[config.mk]
export PLATFORM = sky130hd
export DESIGN_NAME = ima_adpcm_state_decoder_flat
export DESIGN_NICKNAME = d
export VERILOG_FILES = /design/src/sv/iadpcm_pkg.sv /design/src/sv/iadpcm_in_if.sv /design/src/sv/iadpcm_out_if.sv /design/src/sv/ima_adpcm_state_decoder.sv /design/src/flat_wrapper.sv
export SDC_FILE = /design/constraint.sdc
export NUM_CORES = 1
export LEC_CHECK = 0
export BUFFER_PORTS_ARGS = -buffer_cell sky130_fd_sc_hd__buf_4
export CORE_MARGIN = 1.5
export CORE_UTILIZATION = 34
export DETAILED_ROUTE_END_ITERATION = 7
export PLACE_DENSITY_LB_ADDON = 0.3
export SKIP_LAST_GASP = 1
export SYNTH_ARGS = -nofsm -noshare
export SYNTH_HDL_FRONTEND = slang
export SYNTH_SLANG_ARGS = --single-unit
export TNS_END_PERCENT = 20
[constraint.sdc]
create_clock -name i_clk -period 12 [get_ports i_clk]
set_input_delay 2.4 -clock i_clk [delete_from_list [all_inputs] [get_ports i_clk]]
set_output_delay 2.4 -clock i_clk [all_outputs]
set_load 0.01 [all_outputs]
[src/sv/iadpcm_pkg.sv]
// ----------------------------------------------------------------------------
// iadpcm_pkg
// shared types, constants and table functions of the ima adpcm state decoder
// ----------------------------------------------------------------------------
package iadpcm_pkg;

    localparam int unsigned IDX_W  = 7;
    localparam int unsigned STEP_W = 15;
    localparam int unsigned DIFF_W = 17;

    localparam logic [IDX_W-1:0] MAX_INDEX = 7'd88;

    localparam logic signed [15:0] PRED_MAX = 16'sh7fff;
    localparam logic signed [15:0] PRED_MIN = -16'sh8000;

    // phase bit of the state word
    localparam logic PHASE_HIGH = 1'b1;
    localparam logic PHASE_LOW  = 1'b0;

    localparam logic [STEP_W-1:0] STEP_TABLE [0:88] = '{
        15'd7,     15'd8,     15'd9,     15'd10,    15'd11,
        15'd12,    15'd13,    15'd14,    15'd16,    15'd17,
        15'd19,    15'd21,    15'd23,    15'd25,    15'd28,
        15'd31,    15'd34,    15'd37,    15'd41,    15'd45,
        15'd50,    15'd55,    15'd60,    15'd66,    15'd73,
        15'd80,    15'd88,    15'd97,    15'd107,   15'd118,
        15'd130,   15'd143,   15'd157,   15'd173,   15'd190,
        15'd209,   15'd230,   15'd253,   15'd279,   15'd307,
        15'd337,   15'd371,   15'd408,   15'd449,   15'd494,
        15'd544,   15'd598,   15'd658,   15'd724,   15'd796,
        15'd876,   15'd963,   15'd1060,  15'd1166,  15'd1282,
        15'd1411,  15'd1552,  15'd1707,  15'd1878,  15'd2066,
        15'd2272,  15'd2499,  15'd2749,  15'd3024,  15'd3327,
        15'd3660,  15'd4026,  15'd4428,  15'd4871,  15'd5358,
        15'd5894,  15'd6484,  15'd7132,  15'd7845,  15'd8630,
        15'd9493,  15'd10442, 15'd11487, 15'd12635, 15'd13899,
        15'd15289, 15'd16818, 15'd18500, 15'd20350, 15'd22385,
        15'd24623, 15'd27086, 15'd29794, 15'd32767
    };

    // clamp an index to the top of the step table
    function automatic logic [IDX_W-1:0] sat_index(input logic [IDX_W-1:0] idx);
        return (idx > MAX_INDEX) ? MAX_INDEX : idx;
    endfunction

    function automatic logic [STEP_W-1:0] step_size(input logic [IDX_W-1:0] idx);
        return STEP_TABLE[sat_index(idx)];
    endfunction

    // index movement per code, sign bit ignored
    function automatic logic signed [4:0] index_adj(input logic [3:0] code);
        logic signed [4:0] adj;
        unique case (code[2:0])
            3'd4:    adj = 5'sd2;
            3'd5:    adj = 5'sd4;
            3'd6:    adj = 5'sd6;
            3'd7:    adj = 5'sd8;
            default: adj = -5'sd1;
        endcase
        return adj;
    endfunction

endpackage

[src/sv/iadpcm_in_if.sv]
// ----------------------------------------------------------------------------
// iadpcm_in_if
// code byte channel of the ima adpcm state decoder
// ----------------------------------------------------------------------------
interface iadpcm_in_if;
    logic               valid;
    logic               ready;
    logic [7:0]         code_byte;
    logic               both_nibbles;
    logic               block_start;
    logic signed [15:0] start_predictor;
    logic [6:0]         start_index;
    logic               final_byte;

    modport source (
        output valid, code_byte, both_nibbles, block_start, start_predictor,
               start_index, final_byte,
        input  ready
    );
    modport sink (
        input  valid, code_byte, both_nibbles, block_start, start_predictor,
               start_index, final_byte,
        output ready
    );
endinterface

[src/sv/iadpcm_out_if.sv]
// ----------------------------------------------------------------------------
// iadpcm_out_if
// decoded sample channel of the ima adpcm state decoder
// ----------------------------------------------------------------------------
interface iadpcm_out_if;
    logic               valid;
    logic               ready;
    logic signed [15:0] sample;
    logic [31:0]        state_word;
    logic               last;

    modport source (
        output valid, sample, state_word, last,
        input  ready
    );
    modport sink (
        input  valid, sample, state_word, last,
        output ready
    );
endinterface

[src/sv/ima_adpcm_state_decoder.sv]
// ----------------------------------------------------------------------------
// ima_adpcm_state_decoder
// 4-bit ima adpcm decoder, one code byte in, one or two samples out
// ----------------------------------------------------------------------------
// Each transfer on i_in carries one code byte. The high nibble is decoded
// first, then the low nibble when both_nibbles is set, each giving one
// transfer on o_out with the saturated predictor, a packed state word
// ({phase, step index, code byte, predictor}) and a last flag that follows
// final_byte on the byte's final sample. block_start loads start_predictor
// and start_index (clamped to 88) ahead of the high nibble. A byte decoding
// both nibbles holds the input register until both have moved into the
// result register, which takes one sample per cycle while it is free; a
// single-nibble byte leaves after its one nibble. The input register accepts
// the next byte in the same cycle its last nibble moves into the result
// register, and the result register refills while its current sample is
// taken, so with both sides open the block runs at one sample per cycle
// without bubbles.
// ----------------------------------------------------------------------------
module ima_adpcm_state_decoder (
    input  logic         i_clk,
    input  logic         i_rst_n,
    iadpcm_in_if.sink    i_in,
    iadpcm_out_if.source o_out
);

    // input register, held until its last nibble is decoded
    logic               r_in_valid;
    logic               r_low;          // low nibble pending
    logic [7:0]         r_byte;
    logic               r_both;
    logic               r_start;
    logic signed [15:0] r_start_pred;
    logic [6:0]         r_start_idx;
    logic               r_final;

    // decoder state
    logic signed [15:0] r_pred;
    logic [6:0]         r_idx;

    // result register
    logic               r_out_valid;
    logic signed [15:0] r_sample;
    logic [31:0]        r_state_word;
    logic               r_last;

    logic               out_free;
    logic               fire;
    logic               done;
    logic               in_take;

    logic               load_start;
    logic signed [15:0] base_pred;
    logic [6:0]         base_idx;
    logic [3:0]         nib;
    logic [iadpcm_pkg::STEP_W-1:0] step;
    logic [iadpcm_pkg::DIFF_W-1:0] diff;
    logic signed [17:0] sum;
    logic signed [8:0]  idx_sum;
    logic signed [15:0] n_pred;
    logic [6:0]         n_idx;
    logic               n_last;
    logic               phase;

    // handshake
    assign out_free = !r_out_valid || o_out.ready;
    assign fire     = r_in_valid && out_free;
    assign done     = fire && (r_low || !r_both);
    assign i_in.ready = !r_in_valid || done;
    assign in_take  = i_in.valid && i_in.ready;

    // nibble decode
    always_comb begin
        load_start = !r_low && r_start;
        base_pred  = load_start ? r_start_pred : r_pred;
        base_idx   = load_start ? iadpcm_pkg::sat_index(r_start_idx) : r_idx;
        nib        = r_low ? r_byte[3:0] : r_byte[7:4];
        step       = iadpcm_pkg::step_size(base_idx);

        // (magnitude + 0.5) * step / 4 with truncating shifts
        diff = {2'b00, step >> 3};
        if (nib[2]) begin
            diff = diff + {2'b00, step};
        end
        if (nib[1]) begin
            diff = diff + {2'b00, step >> 1};
        end
        if (nib[0]) begin
            diff = diff + {2'b00, step >> 2};
        end

        if (nib[3]) begin
            sum = {{2{base_pred[15]}}, base_pred} - $signed({1'b0, diff});
        end else begin
            sum = {{2{base_pred[15]}}, base_pred} + $signed({1'b0, diff});
        end

        // saturate to the 16-bit signed range
        if (sum > 18'(iadpcm_pkg::PRED_MAX)) begin
            n_pred = iadpcm_pkg::PRED_MAX;
        end else if (sum < 18'(iadpcm_pkg::PRED_MIN)) begin
            n_pred = iadpcm_pkg::PRED_MIN;
        end else begin
            n_pred = sum[15:0];
        end

        // index step with clamp to 0..88
        idx_sum = $signed({2'b00, base_idx}) + 9'(iadpcm_pkg::index_adj(nib));
        if (idx_sum < 9'sd0) begin
            n_idx = '0;
        end else if (idx_sum > $signed({2'b00, iadpcm_pkg::MAX_INDEX})) begin
            n_idx = iadpcm_pkg::MAX_INDEX;
        end else begin
            n_idx = idx_sum[6:0];
        end

        phase  = r_low ? iadpcm_pkg::PHASE_LOW : iadpcm_pkg::PHASE_HIGH;
        n_last = (r_low || !r_both) && r_final;
    end

    // control registers
    always_ff @(posedge i_clk) begin
        if (!i_rst_n) begin
            r_in_valid  <= 1'b0;
            r_low       <= 1'b0;
            r_out_valid <= 1'b0;
            r_pred      <= '0;
            r_idx       <= '0;
        end else begin
            if (in_take) begin
                r_in_valid <= 1'b1;
                r_low      <= 1'b0;
            end else if (done) begin
                r_in_valid <= 1'b0;
                r_low      <= 1'b0;
            end else if (fire) begin
                // high nibble out, low nibble next
                r_low <= 1'b1;
            end

            if (fire) begin
                r_out_valid <= 1'b1;
                r_pred      <= n_pred;
                r_idx       <= n_idx;
            end else if (o_out.ready) begin
                r_out_valid <= 1'b0;
            end
        end
    end

    // payload registers
    always_ff @(posedge i_clk) begin
        if (in_take) begin
            r_byte       <= i_in.code_byte;
            r_both       <= i_in.both_nibbles;
            r_start      <= i_in.block_start;
            r_start_pred <= i_in.start_predictor;
            r_start_idx  <= i_in.start_index;
            r_final      <= i_in.final_byte;
        end
        if (fire) begin
            r_sample     <= n_pred;
            r_state_word <= {phase, n_idx, r_byte, n_pred};
            r_last       <= n_last;
        end
    end

    assign o_out.valid      = r_out_valid;
    assign o_out.sample     = r_sample;
    assign o_out.state_word = r_state_word;
    assign o_out.last       = r_last;

endmodule
[src/flat_wrapper.sv]
// flat-port wrapper written by rule: the top's interface ports become plain ports
module ima_adpcm_state_decoder_flat 
  (i_clk, i_rst_n, i_in_valid, i_in_code_byte, i_in_both_nibbles, i_in_block_start, i_in_start_predictor, i_in_start_index, i_in_final_byte, i_in_ready, o_out_valid, o_out_sample, o_out_state_word, o_out_last, o_out_ready);
  iadpcm_in_if i_in_i ();
  iadpcm_out_if o_out_i ();
  input  logic i_clk;
  input  logic i_rst_n;
  input wire logic [$bits(i_in_i.valid)-1:0] i_in_valid;
  input wire logic [$bits(i_in_i.code_byte)-1:0] i_in_code_byte;
  input wire logic [$bits(i_in_i.both_nibbles)-1:0] i_in_both_nibbles;
  input wire logic [$bits(i_in_i.block_start)-1:0] i_in_block_start;
  input wire logic [$bits(i_in_i.start_predictor)-1:0] i_in_start_predictor;
  input wire logic [$bits(i_in_i.start_index)-1:0] i_in_start_index;
  input wire logic [$bits(i_in_i.final_byte)-1:0] i_in_final_byte;
  output wire logic [$bits(i_in_i.ready)-1:0] i_in_ready;
  output wire logic [$bits(o_out_i.valid)-1:0] o_out_valid;
  output wire logic [$bits(o_out_i.sample)-1:0] o_out_sample;
  output wire logic [$bits(o_out_i.state_word)-1:0] o_out_state_word;
  output wire logic [$bits(o_out_i.last)-1:0] o_out_last;
  input wire logic [$bits(o_out_i.ready)-1:0] o_out_ready;
  assign i_in_i.valid = i_in_valid;
  assign i_in_i.code_byte = i_in_code_byte;
  assign i_in_i.both_nibbles = i_in_both_nibbles;
  assign i_in_i.block_start = i_in_block_start;
  assign i_in_i.start_predictor = i_in_start_predictor;
  assign i_in_i.start_index = i_in_start_index;
  assign i_in_i.final_byte = i_in_final_byte;
  assign i_in_ready = i_in_i.ready;
  assign o_out_valid = o_out_i.valid;
  assign o_out_sample = o_out_i.sample;
  assign o_out_state_word = o_out_i.state_word;
  assign o_out_last = o_out_i.last;
  assign o_out_i.ready = o_out_ready;
  ima_adpcm_state_decoder u_core (.i_clk(i_clk), .i_rst_n(i_rst_n), .i_in(i_in_i), .o_out(o_out_i));
endmodule
* Word level (Yosys, flattened, before mapping)
Memories as Yosys holds them, arrays and structs flattened. Index checks and enable logic that the tools add are counted.
Cells by class: add/subtract/negate cells 6, magnitude comparators 7, equality and inequality tests 4, mux-type cells 21, bitwise logic cells 2, reduce and logical (&&, ||, !) cells 15
Operators by type and width (number):
- 16-bit two-way mux | 4
- 7-bit two-way mux | 5
- 17-bit two-way mux | 2
- 15-bit two-way mux | 2
- 5-bit one-hot mux with 4 select lines | 1
- 18-bit by 17-bit adder with 18-bit output | 1
- 18-bit by 16-bit > comparator with 1-bit output (second input constant) | 1
- 18-bit by 16-bit less-than comparator with 1-bit output (second input constant) | 1
- 18-bit two-way mux | 1
- 18-bit by 17-bit subtractor with 18-bit output | 1
- 17-bit by 13-bit adder with 17-bit output | 1
- 17-bit by 14-bit adder with 17-bit output | 1
- 12-bit by 15-bit adder with 16-bit output | 1
- 7-bit > comparator (second input constant) | 2
- 3-bit equality test (second input constant) | 4
- 8-bit by 5-bit adder with 9-bit output | 1
- 9-bit by 8-bit > comparator with 1-bit output (second input constant) | 1
- 9-bit by 1-bit less-than comparator with 1-bit output (second input constant) | 1
- 8-bit >= comparator (second input constant) | 1
- 7-bit inverter with 8-bit output | 1
- 1-bit logical AND | 5
- 1-bit two-way mux | 5
- 1-bit logical NOT | 4
- 4-bit two-way mux | 1
- 4 further kinds | 7
Storage, ports and cells: register bits after elaboration 109, bits in read-only memories 1920, bits of input ports 38, memories kept 1
Memories:
- (name not given) | words 128, bits a word 15, rd ports 1, clocked after memory_dff 0, wr ports 0, RTL line iadpcm_pkg.sv:47 | return STEP_TABLE[sat_index(idx)];

* Depth between registers and ports, before layout
Gate-level depths: netlist of the first run.
word-level depth 20, depth in mapped cells 55, mapped depth without buffers 52

* Worst setup path after synthesis of the first run
OpenSTA, ideal clock, no wires.
path type register to register, from register u_core.r_start, to register u_core.r_state_word[10], in the netlist u_core.o_out.state_word[10] (data pin), setup time 0.258 ns, arrival time 10.369 ns, data required time 11.742 ns, slack 1.373 ns, cell stages (with the launch flop) 49, buffers on the path 4, cell sequence edfxtp_1 > nor2b_4 > buf_8 > o21ai_4 > buf_6 > a311oi_2 > inv_1 > ha_1 > clkbuf_1 > a211oi_1 > o21ai_0 > a21boi_0 > nor3b_1 > ha_1 > a211oi_1 > nor2_1 > nor3_1 > a21o_1 > (+13 left out) > a21oi_1 > xnor2_1 > nor3_1 > o2111ai_1 > nor4b_1 > nor2_1 > xnor2_1 > ha_1 > or2_2 > a21oi_1 > a211oi_1 > o21a_1 > or3_1 > and2_1 > o2111a_1 > nor2_1 > buf_2 > nand2_1
Between the ends: longest elaborated chain between the ends 19, elaborated cells on any way between the ends 22, those cells by class add/sub: 5; order compare: 3; mux: 11; bitwise: 1; reduce/logical: 1; memory: 1
RTL lines:
- from (decl) | RTL line ima_adpcm_state_decoder.sv:31 | logic r_start;
- from (signal assigned) | RTL line ima_adpcm_state_decoder.sv:155 | r_start <= i_in.block_start;
- 1-bit logical AND * | RTL line ima_adpcm_state_decoder.sv:73 | load_start = !r_low && r_start;
- 7-bit two-way mux | RTL line ima_adpcm_state_decoder.sv:75 | base_idx = load_start ? iadpcm_pkg::sat_index(r_start_idx) : r_idx;
- 7-bit > comparator | RTL line iadpcm_pkg.sv:43 | return (idx > MAX_INDEX) ? MAX_INDEX : idx;
- 7-bit two-way mux | RTL line iadpcm_pkg.sv:43
- 7-bit inverter with 8-bit output (implied by the code) | RTL line iadpcm_pkg.sv:47
- memory read 128 x 15 bit
- 15-bit two-way mux (implied by the code) (2 in a row) | RTL line iadpcm_pkg.sv:47
- 12-bit by 15-bit adder with 16-bit output | RTL line ima_adpcm_state_decoder.sv:82 | diff = diff + {2'b00, step};
- (+3 left out)
- 17-bit by 13-bit adder with 17-bit output | RTL line ima_adpcm_state_decoder.sv:88 | diff = diff + {2'b00, step >> 2};
- 17-bit two-way mux | RTL line ima_adpcm_state_decoder.sv:87 | if (nib[0]) begin
- 18-bit by 17-bit adder with 18-bit output or 18-bit by 17-bit subtractor with 18-bit output (tied branches) | RTL line ima_adpcm_state_decoder.sv:94, ima_adpcm_state_decoder.sv:92
- 18-bit two-way mux * | RTL line ima_adpcm_state_decoder.sv:91 | if (nib[3]) begin
- 18-bit by 16-bit less-than comparator with 1-bit output | RTL line ima_adpcm_state_decoder.sv:100 | end else if (sum < 18'(iadpcm_pkg::PRED_MIN)) begin
- 16-bit two-way mux | RTL line ima_adpcm_state_decoder.sv:100
- 16-bit two-way mux * | RTL line ima_adpcm_state_decoder.sv:98 | if (sum > 18'(iadpcm_pkg::PRED_MAX)) begin
- via u_core.n_pred[10] | RTL line ima_adpcm_state_decoder.sv:59 | logic signed [15:0] n_pred;
- to (signal assigned) | RTL line ima_adpcm_state_decoder.sv:162 | r_state_word <= {phase, n_idx, r_byte, n_pred};
- to (decl) | RTL line ima_adpcm_state_decoder.sv:43 | logic [31:0] r_state_word;
Mark *: on every way through the listed nets, which the timed path passes. The rest lies on a longest branch. The select of a mux whose other input is x is not followed. A chain may end at the register's enable or synchronous reset.

* Worst setup path in the final report of the first run
from register u_core.r_low, to register u_core.r_pred[0]
Between the ends: longest elaborated chain between the ends 20, elaborated cells on any way between the ends 24, those cells by class add/sub: 5; order compare: 3; mux: 12; bitwise: 1; reduce/logical: 2; memory: 1
RTL lines:
- from (decl) | RTL line ima_adpcm_state_decoder.sv:28 | logic r_low;
- from (signal assigned) | RTL line ima_adpcm_state_decoder.sv:124 | r_low <= 1'b0;
- from (signal assigned) | RTL line ima_adpcm_state_decoder.sv:131 | r_low <= 1'b0;
- from (signal assigned) | RTL line ima_adpcm_state_decoder.sv:134 | r_low <= 1'b0;
- 1-bit logical NOT | RTL line ima_adpcm_state_decoder.sv:73
- 1-bit logical AND | RTL line ima_adpcm_state_decoder.sv:73
- 7-bit two-way mux | RTL line ima_adpcm_state_decoder.sv:75
- 7-bit > comparator | RTL line iadpcm_pkg.sv:43
- 7-bit two-way mux | RTL line iadpcm_pkg.sv:43
- 7-bit inverter with 8-bit output (implied by the code) | RTL line iadpcm_pkg.sv:47
- memory read 128 x 15 bit
- 15-bit two-way mux (implied by the code) (2 in a row) | RTL line iadpcm_pkg.sv:47
- (+3 left out)
- 17-bit two-way mux | RTL line ima_adpcm_state_decoder.sv:84 | if (nib[1]) begin
- 17-bit by 13-bit adder with 17-bit output | RTL line ima_adpcm_state_decoder.sv:88
- 17-bit two-way mux | RTL line ima_adpcm_state_decoder.sv:87
- 18-bit by 17-bit adder with 18-bit output or 18-bit by 17-bit subtractor with 18-bit output (tied branches) | RTL line ima_adpcm_state_decoder.sv:94, ima_adpcm_state_decoder.sv:92
- 18-bit two-way mux * | RTL line ima_adpcm_state_decoder.sv:91
- 18-bit by 16-bit less-than comparator with 1-bit output | RTL line ima_adpcm_state_decoder.sv:100
- 16-bit two-way mux | RTL line ima_adpcm_state_decoder.sv:100
- 16-bit two-way mux * | RTL line ima_adpcm_state_decoder.sv:98
- to (signal assigned) | RTL line ima_adpcm_state_decoder.sv:142 | r_pred <= n_pred;
- to (decl) | RTL line ima_adpcm_state_decoder.sv:37 | logic signed [15:0] r_pred;
Every way passes the cells marked *; elsewhere a longest branch is shown, timed or not. The select of a mux whose other input is x is not followed.

==> flow_metrics.tcl, run 1 <==
set metrics [dict create \
    finalCritPeriodShare_pct 94.6 \
    wl_per_cell_um 20.5 \
    start_kind "register" \
    fp.dieW_um 178 \
    place_congestion 0.996 \
    dieHeight_um 178 \
    cts_max_level 3 \
    yosysMostFrequentCell "nand2_1" \
    post-route-util_pct 39.5 \
    p_leak_nw 4.79 \
    reg2reg_from "u_core.r_low$_SDFFE_PP0P_" \
    layout.cells.non_filler 1728 \
    antenna_cells 0 \
    vdd_drop_max_uv 94.4 \
    clock_power_share_pct 11.2 \
    p_int_mw 1.31 \
    power_density_nw_per_um2 214 \
    grtUsageMet1_pct 30.0 \
    finalSetupTns_ns 0 \
    cp_data_arrival_time_ns 11.62 \
    clock_latency_ns 0.34 \
    ys_ff_latch 93 \
    layout.nets 1457 \
    switchingPower_mw 1.21 \
    cts_made_buffers 9 \
    use_met2_pct 35.0 \
    clock_path_buffers 2 \
    fmax_mhz 88.1 \
    drtIter0Drc 989 \
    dp_hpwl_um 27500 \
    vias_per_cell 5.99 \
    critPathLaunch "u_core.r_low$_SDFFE_PP0P_" \
    syn-instance-count 1264 \
    layout-drive-gt1-share_pct 17.4 \
    ctsRootBufferMaster "clkbuf_16" \
    outcome "finished, final reports clean" \
    nFillCells 3001 \
    first_pass_iters 6 \
    skew_ns 0.00469 \
    placed_cells 1710 \
    drc 0 \
    grt.met3_usage_pct 2.57 \
    worst_path_most_repeated_cell "nor2_1" \
    r2r_end "u_core.r_pred[0]$_SDFFE_PN0P_" \
    num_vias 10400 \
    drt_wl_total_um 35400 \
    ff2ff_path_depth 48 \
    rrSetupSlack_ns 0.64 \
    ys_dominant_reg_cell "edfxtp_1" \
    slew_viol_final 0 \
    holdCritPathClass "reg2reg" \
    critical_path.max_stage_delay_ns 0.59 \
    dpl_cell_area_sq_um 11400 \
    cp-endpoint "u_core.r_pred[0]$_SDFFE_PN0P_" \
    worstMarginPinSlew_ns 1.11 \
    async_reset_ff_share_pct 0 \
    antenna_found_initial 0 \
    syn-num-nets 1388 \
    whs_path_depth 0 \
    synth_warnings 0 \
    crit_required_ns 12.26 \
    seq_area_frac_synth_pct 24.5 \
    rsz0062_at_grt "no" \
    final_antenna_net_count 0 \
    combPwrFrac_pct 71.0 \
    synthTopCellsByArea "edfxtp_1 (19%), ha_1 (9.8%), a21oi_1 (5.5%)" \
    busiest_layer "met2" \
    crit_slowest_cell "or4b_2" \
    relSlewSlack_pct 23.8 \
    hold_ws_ns 0.469 \
    grt-ovfl-total 0 \
    yosys-top-cells-count "nand2_1 (142), a21oi_1 (114), o21ai_0 (93)" \
    synth_top_area_share_pct 19.4 \
    period_minus_slack_ns 11.36 \
    io_buffers 88 \
    dieArea_sq_um 31500 \
    start_util_pct 34.7 \
    grt_max_degree 58 \
    end_kind "register" \
    netSwitchingFraction_pct 48.0 \
    syn_to_final_growth_pct 13.5 \
    io_pins 89 \
    synth_top_cell_by_area "edfxtp_1" \
    crit_type "reg2reg" \
    syn_area_per_cell_sq_um 8.19 \
    hold_viol_final 0 \
    hold_buffers 0 \
    clk_pin_slew_ns 0.07 \
    syn_area_sq_um 10400 \
    core-area_sq_um 29800 \
    grt_pass1_wl_um 54400 \
    row_count 63 \
    setup_viol 0 \
    clock-sinks 93 \
    final_cell_area_sq_um 11800 \
    ys_types 103 \
    p_seq_share_pct 17.8 \
    crit_fanout 32 \
    cts_tree "yes" \
    drv_cap 0 \
    groute.usage.overall_pct 22.1 \
    grt_pass1_vias 9527 \
    synth_edf_count 67 \
]
[worst min path at each step]
stage / startpoint / to / slack, ns
detailed placement: u_core.r_byte[2]$_DFFE_PP_ / u_core.o_out.state_word[18]$_DFFE_PP_ / 0.43
CTS: u_core.r_byte[2]$_DFFE_PP_ / u_core.o_out.state_word[18]$_DFFE_PP_ / 0.47
global placement: u_core.r_in_valid$_SDFFE_PN0P_ / u_core.o_out.valid$_SDFFE_PN0P_ / 0.45
finish: u_core.r_byte[2]$_DFFE_PP_ / u_core.o_out.state_word[18]$_DFFE_PP_ / 0.47
global route: u_core.r_byte[2]$_DFFE_PP_ / u_core.o_out.state_word[18]$_DFFE_PP_ / 0.48
floorplan: u_core.r_byte[2]$_DFFE_PP_ / u_core.o_out.state_word[18]$_DFFE_PP_ / 0.42
[logic make-up after synthesis]
logic type | count (synthesis) | share of synthesized area [%]
multiplexers | 26 | 2.97
buffers and inverters | 127 | 6.08
XOR/XNOR | 62 | 5.24
adder cells (fa/ha/maj) | 86 | 10.8
AND/OR/NAND/NOR | 415 | 20.5
AO/OA/AOI/OAI | 455 | 30.0
flip-flops | 93 | 24.5
[sequential cells by signal, indices dropped and copies added, names as in the netlist, 7 cells and up]
name                     cells
u_core.r_start_pred         16
u_core.o_out.state_word     32
u_core.r_byte                8
u_core.r_start_idx           7
u_core.r_pred               16
u_core.r_idx                 7
[final cells by class]
cell class              instances  area (sq um)  share of cell area [%]
well taps                     390           488                    4.15
clock inverters                 6          60.1                   0.511
repair buffers                129           985                    8.38
inverters                      56           215                    1.83
clock buffers                  10           229                    1.95
flip-flops and latches         93          2530                    21.5
multi-input cells            1044          7250                    61.6
[power by group through the flow]
stage | sequential, mW | clock, mW | combinational, mW
2_1_floorplan | 0.460 | 0 | 1.32
3_3_place_gp | 0.454 | 0 | 1.73
3_5_place_dp | 0.454 | 0 | 1.74
4_1_cts | 0.448 | 0.288 | 1.75
5_1_grt | 0.454 | 0.299 | 1.98
6_report | 0.447 | 0.282 | 1.79
[stage by stage]
step	total power, mW	setup WS (ns)
finish	2.52	0.644
global route	2.73	0.0136
CTS	2.48	0.00270
detailed placement	2.19	0.0724
global placement	2.19	0.372
floorplan	1.79	1.37
[what timing repair did]
action                     CTS  global route
setup endpoints to repair    0            32
resized for setup            0            14
buffers inserted             0             2
[per-layer routing]
metal / vias to the layer above / part of all wire (%)
li1: 4888 / -
met4: 0 / 4.3
met2: 472 / 44
met5: - / 0
met3: 84 / 7.1
met1: 4907 / 44
[worst max-delay path: cells and delay by family, from the launching register on]
family,cells,cell delay (ns)
AOI/OAI and AO/OA,17,3.77
xor gates and xnor gates,3,0.32
adders and majority gates,6,2.08
buffers and inverters,6,1.34
DFF,1,0.45
and+or+nand+nor,16,3.27
[cell usage in the layout, fill, tap and decap left out, drive strengths merged, types with 11 or more instances in the layout]
cell,netlist,routed
a211oi,29,29
a21o,25,25
a21oi,117,117
a31oi,29,29
and2,15,15
and3,11,11
buf,46,129
dfxtp,26,26
edfxtp,67,67
ha,81,81
inv,56,58
mux2i,18,18
nand2,147,147
nand3,42,42
nor2,93,93
nor3,31,31
o211ai,19,19
o21a,17,17
o21ai,100,100
o22ai,11,11
o31ai,14,14
or3,11,11
xnor2,40,40
xor2,22,22
No activity file was read; power rests on OpenSTA's default activity.
==> run 2: changes to the inputs <==
--- a/config.mk
+++ b/config.mk
@@ -7,7 +7,7 @@
 export LEC_CHECK = 0
 export BUFFER_PORTS_ARGS = -buffer_cell sky130_fd_sc_hd__buf_4
 export CORE_MARGIN = 1.5
-export CORE_UTILIZATION = 34
+export CORE_UTILIZATION = 60
 export DETAILED_ROUTE_END_ITERATION = 7
 export PLACE_DENSITY_LB_ADDON = 0.3
 export SKIP_LAST_GASP = 1
==> run 2 against run 1 <==
Critical endpoint is now u_core.o_out.state_word[14]$_DFFE_PP_. Core utilization increased by 30 points. Routed wire length decreased by 2.8%. Sequential share of layout area increased by 0.32 points. Hold slack lost 0.026 ns. Non-clock buffer count up 3. Clock skew rose by 0.0012 ns. Critical path type unchanged. Design area shrank 1.4%. Setup slack got worse by 0.090 ns. Final cell count decreased by 9.5%. Via count is 3.8% higher.
==> flow_metrics.tcl, run 2 (same netlist as run 1, synthesis figures left out) <==
set metrics [dict create \
    outcome "finished, final reports clean" \
    ff2ff_path_depth 50 \
    dieArea_sq_um 18100 \
    crit_slowest_cell "a2111o_1" \
    hold_ws_ns 0.443 \
    final_antenna_net_count 0 \
    period_minus_slack_ns 11.45 \
    hold_buffers 0 \
    crit_required_ns 12.09 \
    skew_ns 0.00591 \
    dp_hpwl_um 25500 \
    fmax_mhz 87.4 \
    final_common_cell "nand2_1" \
    worstMarginPinSlew_ns 1.09 \
    grt_max_degree 58 \
    grt_pass1_wl_um 53100 \
    hold_viol_final 0 \
    whs_path_depth 0 \
    start_util_pct 62.0 \
    fin_ws_ns 0.554 \
    layout-drive-gt1-share_pct 17.8 \
    nFillCells 1386 \
    drc 0 \
    relSlewSlack_pct 27.4 \
    drtIter0Drc 1454 \
    grt-ovfl-total 0 \
    crit_fanout 10 \
    critical_path.max_stage_delay_ns 0.57 \
    antenna_found_initial 0 \
    start_kind "register" \
    clock-sinks 93 \
    crit_type "reg2reg" \
    setup_viol 0 \
    row_count 47 \
    cts_made_buffers 9 \
    layout_common_cells "nand2_1 (142), buf_4 (130), a21oi_1 (114), nor2_1 (90), o21ai_0 (89)" \
    p_leak_nw 4.81 \
    first_pass_iters 6 \
    place_ws_ns 0.119 \
    wl_per_cell_um 22.0 \
    dieHeight_um 134 \
    vdd_drop_max_uv 142 \
    placed_cells 1536 \
    drt_wl_total_um 34400 \
    drv_cap 0 \
    end_kind "register" \
    layout.nets 1461 \
    place_congestion 0.995 \
    power_density_nw_per_um2 220 \
    groute.usage.overall_pct 37.0 \
    holdCritPathClass "reg2reg" \
    num_vias 10700 \
    largest_register_ffs 32 \
    slew_viol_final 0 \
    layout.cells.non_filler 1563 \
    io_pins 89 \
    finalCritPeriodShare_pct 95.4 \
    clk_pin_slew_ns 0.07 \
    syn_to_final_growth_pct 11.9 \
    cts_max_level 3 \
    cp_data_arrival_time_ns 11.54 \
    cts_tree "yes" \
    core-area_sq_um 16700 \
    power.total_mw 2.55 \
    vias_per_cell 6.88 \
    fp.dieW_um 134 \
    ctsRootBufferMaster "clkbuf_16" \
    finalSetupTns_ns 0 \
    clock_latency_ns 0.34 \
    grt_pass1_vias 10100 \
    io_buffers 88 \
    clock_path_buffers 2 \
]
-- run 2: layout make-up --
class | count | area (sq um) | share of cell area, %
Antenna cell | 1 | 2.50 | 0.0216
Clock buffer | 10 | 229 | 1.98
Clock inverter | 6 | 70.1 | 0.605
Inverter | 56 | 215 | 1.86
Multi-Input combinational cell | 1045 | 7250 | 62.6
Sequential cell | 93 | 2530 | 21.9
Timing Repair Buffer | 132 | 1010 | 8.69
Tap cell | 220 | 275 | 2.38
-- run 2: metrics by stage --
stage	instance area, sq um	utilization, %
finish	11600	69.4
global route	11600	69.4
CTS	11400	68.5
detailed placement	11100	66.7
global placement	11100	66.7
floorplan	10400	-
-- run 2: worst max-delay path, delay by kind of cell, from the launching register on --
family | cells | cell delay [ns]
adders and majority gates | 5 | 1.50
DFF | 1 | 0.54
and+or+nand+nor | 17 | 2.98
AOI/OAI and AO/OA | 16 | 3.87
muxes | 2 | 0.57
buffers and inverters | 7 | 1.29
xor gates and xnor gates | 3 | 0.42
-- run 2: report_power, final --
| group | internal [mW] | leakage (nW) | switching, mW |
|---|---|---|---|
| clock network | 0.163 | 0.141 | 0.122 |
| registers | 0.420 | 0.850 | 0.0310 |
| logic | 0.729 | 3.81 | 1.09 |
-- run 2: routing by layer --
metal	share of wire [%]	vias up	wire length [um]	GRT usage (%)
li1	-	4890	-	-
met1	39	5041	13400	47.3
met2	48	666	16500	62.8
met3	9.1	151	3120	6.20
met4	3.9	0	1340	13.9
met5	0	-	0	0
-- run 2: worst paths after layout --
kind	slack, ns	start	end
setup / recovery	0.55	u_core.r_start$_DFFE_PP_	u_core.o_out.state_word[14]$_DFFE_PP_
hold / removal	0.44	u_core.r_byte[2]$_DFFE_PP_	u_core.o_out.state_word[18]$_DFFE_PP_
setup reg to reg	0.55	u_core.r_start$_DFFE_PP_	u_core.o_out.state_word[14]$_DFFE_PP_
hold reg to reg	0.44	u_core.r_byte[2]$_DFFE_PP_	u_core.o_out.state_word[18]$_DFFE_PP_
-- run 2: timing repair --
action / in CTS / in global routing
gates resized for setup: 0 / 15
hold endpoints to repair: 0 / 0
buffers inserted: 0 / 9
setup endpoints to repair: 0 / 32
==> run 3: changes to the inputs <==
--- a/config.mk
+++ b/config.mk
@@ -6,11 +6,12 @@
 export NUM_CORES = 1
 export LEC_CHECK = 0
 export BUFFER_PORTS_ARGS = -buffer_cell sky130_fd_sc_hd__buf_4
+export CELL_PAD_IN_SITES_DETAIL_PLACEMENT = 0
+export CELL_PAD_IN_SITES_GLOBAL_PLACEMENT = 1
 export CORE_MARGIN = 1.5
-export CORE_UTILIZATION = 60
+export CORE_UTILIZATION = 47
 export DETAILED_ROUTE_END_ITERATION = 7
-export PLACE_DENSITY_LB_ADDON = 0.3
-export SKIP_LAST_GASP = 1
+export PLACE_DENSITY_LB_ADDON = 0.1
 export SYNTH_ARGS = -nofsm -noshare
 export SYNTH_HDL_FRONTEND = slang
 export SYNTH_SLANG_ARGS = --single-unit
==> run 3 against run 2 <==
Hold slack gained 0.0071 ns. Total power grew 0.80%. Global-route usage shrank 6.2 points. Count of clock-buffer cells in the layout is the same. Critical path type unchanged. Sequential power is essentially flat. Core utilization shrank 15 points. Maximum frequency grew 1.6%. Critical endpoint is now u_core.o_out.state_word[0]$_DFFE_PP_.
==> flow_metrics.tcl, run 3 (same netlist as run 1, synthesis figures left out) <==
set metrics [dict create \
    io_pins 89 \
    groute.usage.overall_pct 30.8 \
    num_vias 10300 \
    reg2reg_from "u_core.r_start_idx[3]$_DFFE_PP_" \
    crit_slowest_cell "edfxtp_1" \
    critPathLaunch "u_core.r_start_idx[3]$_DFFE_PP_" \
    relSlewSlack_pct 26.9 \
    crit_fanout 14 \
    min_to "u_core.o_out.state_word[18]$_DFFE_PP_" \
    grt_max_degree 58 \
    crit_type "reg2reg" \
    place_ws_ns 0.354 \
    setup_viol 0 \
    final_antenna_net_count 0 \
    wl_per_cell_um 21.9 \
    clock_latency_ns 0.35 \
    skew_ns 0.00877 \
    antenna_cells 0 \
    period_minus_slack_ns 11.27 \
    power.total_mw 2.57 \
    ctsRootBufferMaster "clkbuf_16" \
    dpl_cell_area_sq_um 11200 \
    whs_path_depth 0 \
    cts_max_level 3 \
    power_density_nw_per_um2 220 \
    finalSetupTns_ns 0 \
    crit_required_ns 12.08 \
    final_cell_area_sq_um 11700 \
    ff2ff_path_depth 48 \
    grt-ovfl-total 0 \
    cp_data_arrival_time_ns 11.35 \
    slew_viol_final 0 \
    placed_cells 1594 \
    finalCritPeriodShare_pct 93.9 \
    min-delay-start "u_core.r_byte[2]$_DFFE_PP_" \
    vias_per_cell 6.35 \
    hold_viol_final 0 \
    cts_tree "yes" \
    dieArea_sq_um 22900 \
    cp_num_buf_inv 5 \
    syn_to_final_growth_pct 13.1 \
    layout_common_cells "nand2_1 (142), buf_4 (127), a21oi_1 (113), o21ai_0 (92), nor2_1 (90)" \
    largest_register_ffs 32 \
    fmax_mhz 88.7 \
    end_kind "register" \
    dp_hpwl_um 26800 \
    place_congestion 0.968 \
    drc 0 \
    nFillCells 2080 \
    io_buffers 88 \
    clk_pin_slew_ns 0.07 \
    antenna_found_initial 0 \
    critical_path.max_stage_delay_ns 0.53 \
    drt_wl_total_um 35500 \
    hold_buffers 0 \
    worst_path_most_repeated_cell "ha_1" \
    outcome "finished, final reports clean" \
    core-area_sq_um 21700 \
    layout.nets 1459 \
    fin_ws_ns 0.732 \
    layout-drive-gt1-share_pct 17.6 \
    final_common_cell "nand2_1" \
    first_pass_iters 6 \
    row_count 54 \
    dieHeight_um 151 \
    grt_pass1_wl_um 54000 \
    drv_cap 0 \
    vdd_drop_max_uv 100 \
    clock-sinks 93 \
    multiInputGateArea_sq_um 7250 \
    critPathTopFamily "compound AO/OA/AOI/OAI gates" \
    holdCritPathClass "reg2reg" \
    cts_made_buffers 9 \
    seq_area_sq_um 2530 \
    layout.cells.non_filler 1620 \
    fp.dieW_um 151 \
    rrSetupSlack_ns 0.73 \
    p_leak_nw 4.83 \
    clock_path_buffers 2 \
    start_kind "register" \
    grt_pass1_vias 9623 \
    drtIter0Drc 956 \
    r2r_end "u_core.o_out.state_word[0]$_DFFE_PP_" \
    worstMarginPinSlew_ns 1.09 \
    start_util_pct 47.7 \
]
[run 3: cell type report]
cell class | instances | share of cell area (%)
Clock buffer | 10 | 1.96
Clock inverter | 6 | 1.00
Inverter | 56 | 1.84
Multi-Input combinational cell | 1045 | 61.9
Sequential cell | 93 | 21.6
Tap cell | 280 | 2.99
Timing Repair Buffer | 130 | 8.65
[run 3: worst max path at each step]
stage,to,slack [ns],cells past startpoint
6_report,u_core.o_out.state_word[0]$_DFFE_PP_,0.73,48
5_1_grt,u_core.o_out.state_word[0]$_DFFE_PP_,-0.01,51
4_1_cts,u_core.o_out.state_word[0]$_DFFE_PP_,0.31,48
3_5_place_dp,u_core.o_out.state_word[0]$_DFFE_PP_,0.35,51
3_3_place_gp,u_core.r_pred[0]$_SDFFE_PN0P_,0.54,49
2_1_floorplan,u_core.o_out.state_word[10]$_DFFE_PP_,1.37,48
[run 3: metrics by stage]
| stage | hold WS (ns) | utilization (%) |
|---|---|---|
| 3_5_place_dp | 0.439 | 51.7 |
| 3_3_place_gp | 0.427 | 51.7 |
| 2_1_floorplan | 0.420 | - |
| 5_1_grt | 0.479 | 54.0 |
| 6_report | 0.450 | 54.0 |
| 4_1_cts | 0.453 | 53.3 |
[run 3: what timing repair did]
item,4_1_cts,5_1_grt
buffers inserted,0,9
endpoints found under the setup margin,0,32
resized for setup,0,10
[run 3: worst register-to-register path, delay by kind of cell, from the launching register on]
family	cells	cell delay, ns
AOI/OAI and AO/OA	22	4.95
adders and majority gates	6	2.11
and+or+nand+nor	12	2.02
buffers and inverters	5	0.93
DFF	1	0.53
xor gates and xnor gates	3	0.47
[run 3: metal layers]
metal / share of wire, % / track usage [%] / up-vias / routed length [um]
met1: 43 / 40.9 / 4901 / 15400
met2: 48 / 51.7 / 410 / 16900
met4: 3.1 / 9.61 / 0 / 1100
met3: 5.8 / 3.92 / 94 / 2070
li1: - / - / 4883 / -
met5: 0 / 0 / - / 0
[run 3: power by group]
| part | internal, mW | total (mW) | switching [mW] | leakage [nW] |
|---|---|---|---|---|
| Combinational | 0.733 | 1.79 | 1.06 | 3.81 |
| Sequential | 0.420 | 0.449 | 0.0298 | 0.850 |
| Clock | 0.206 | 0.332 | 0.126 | 0.165 |
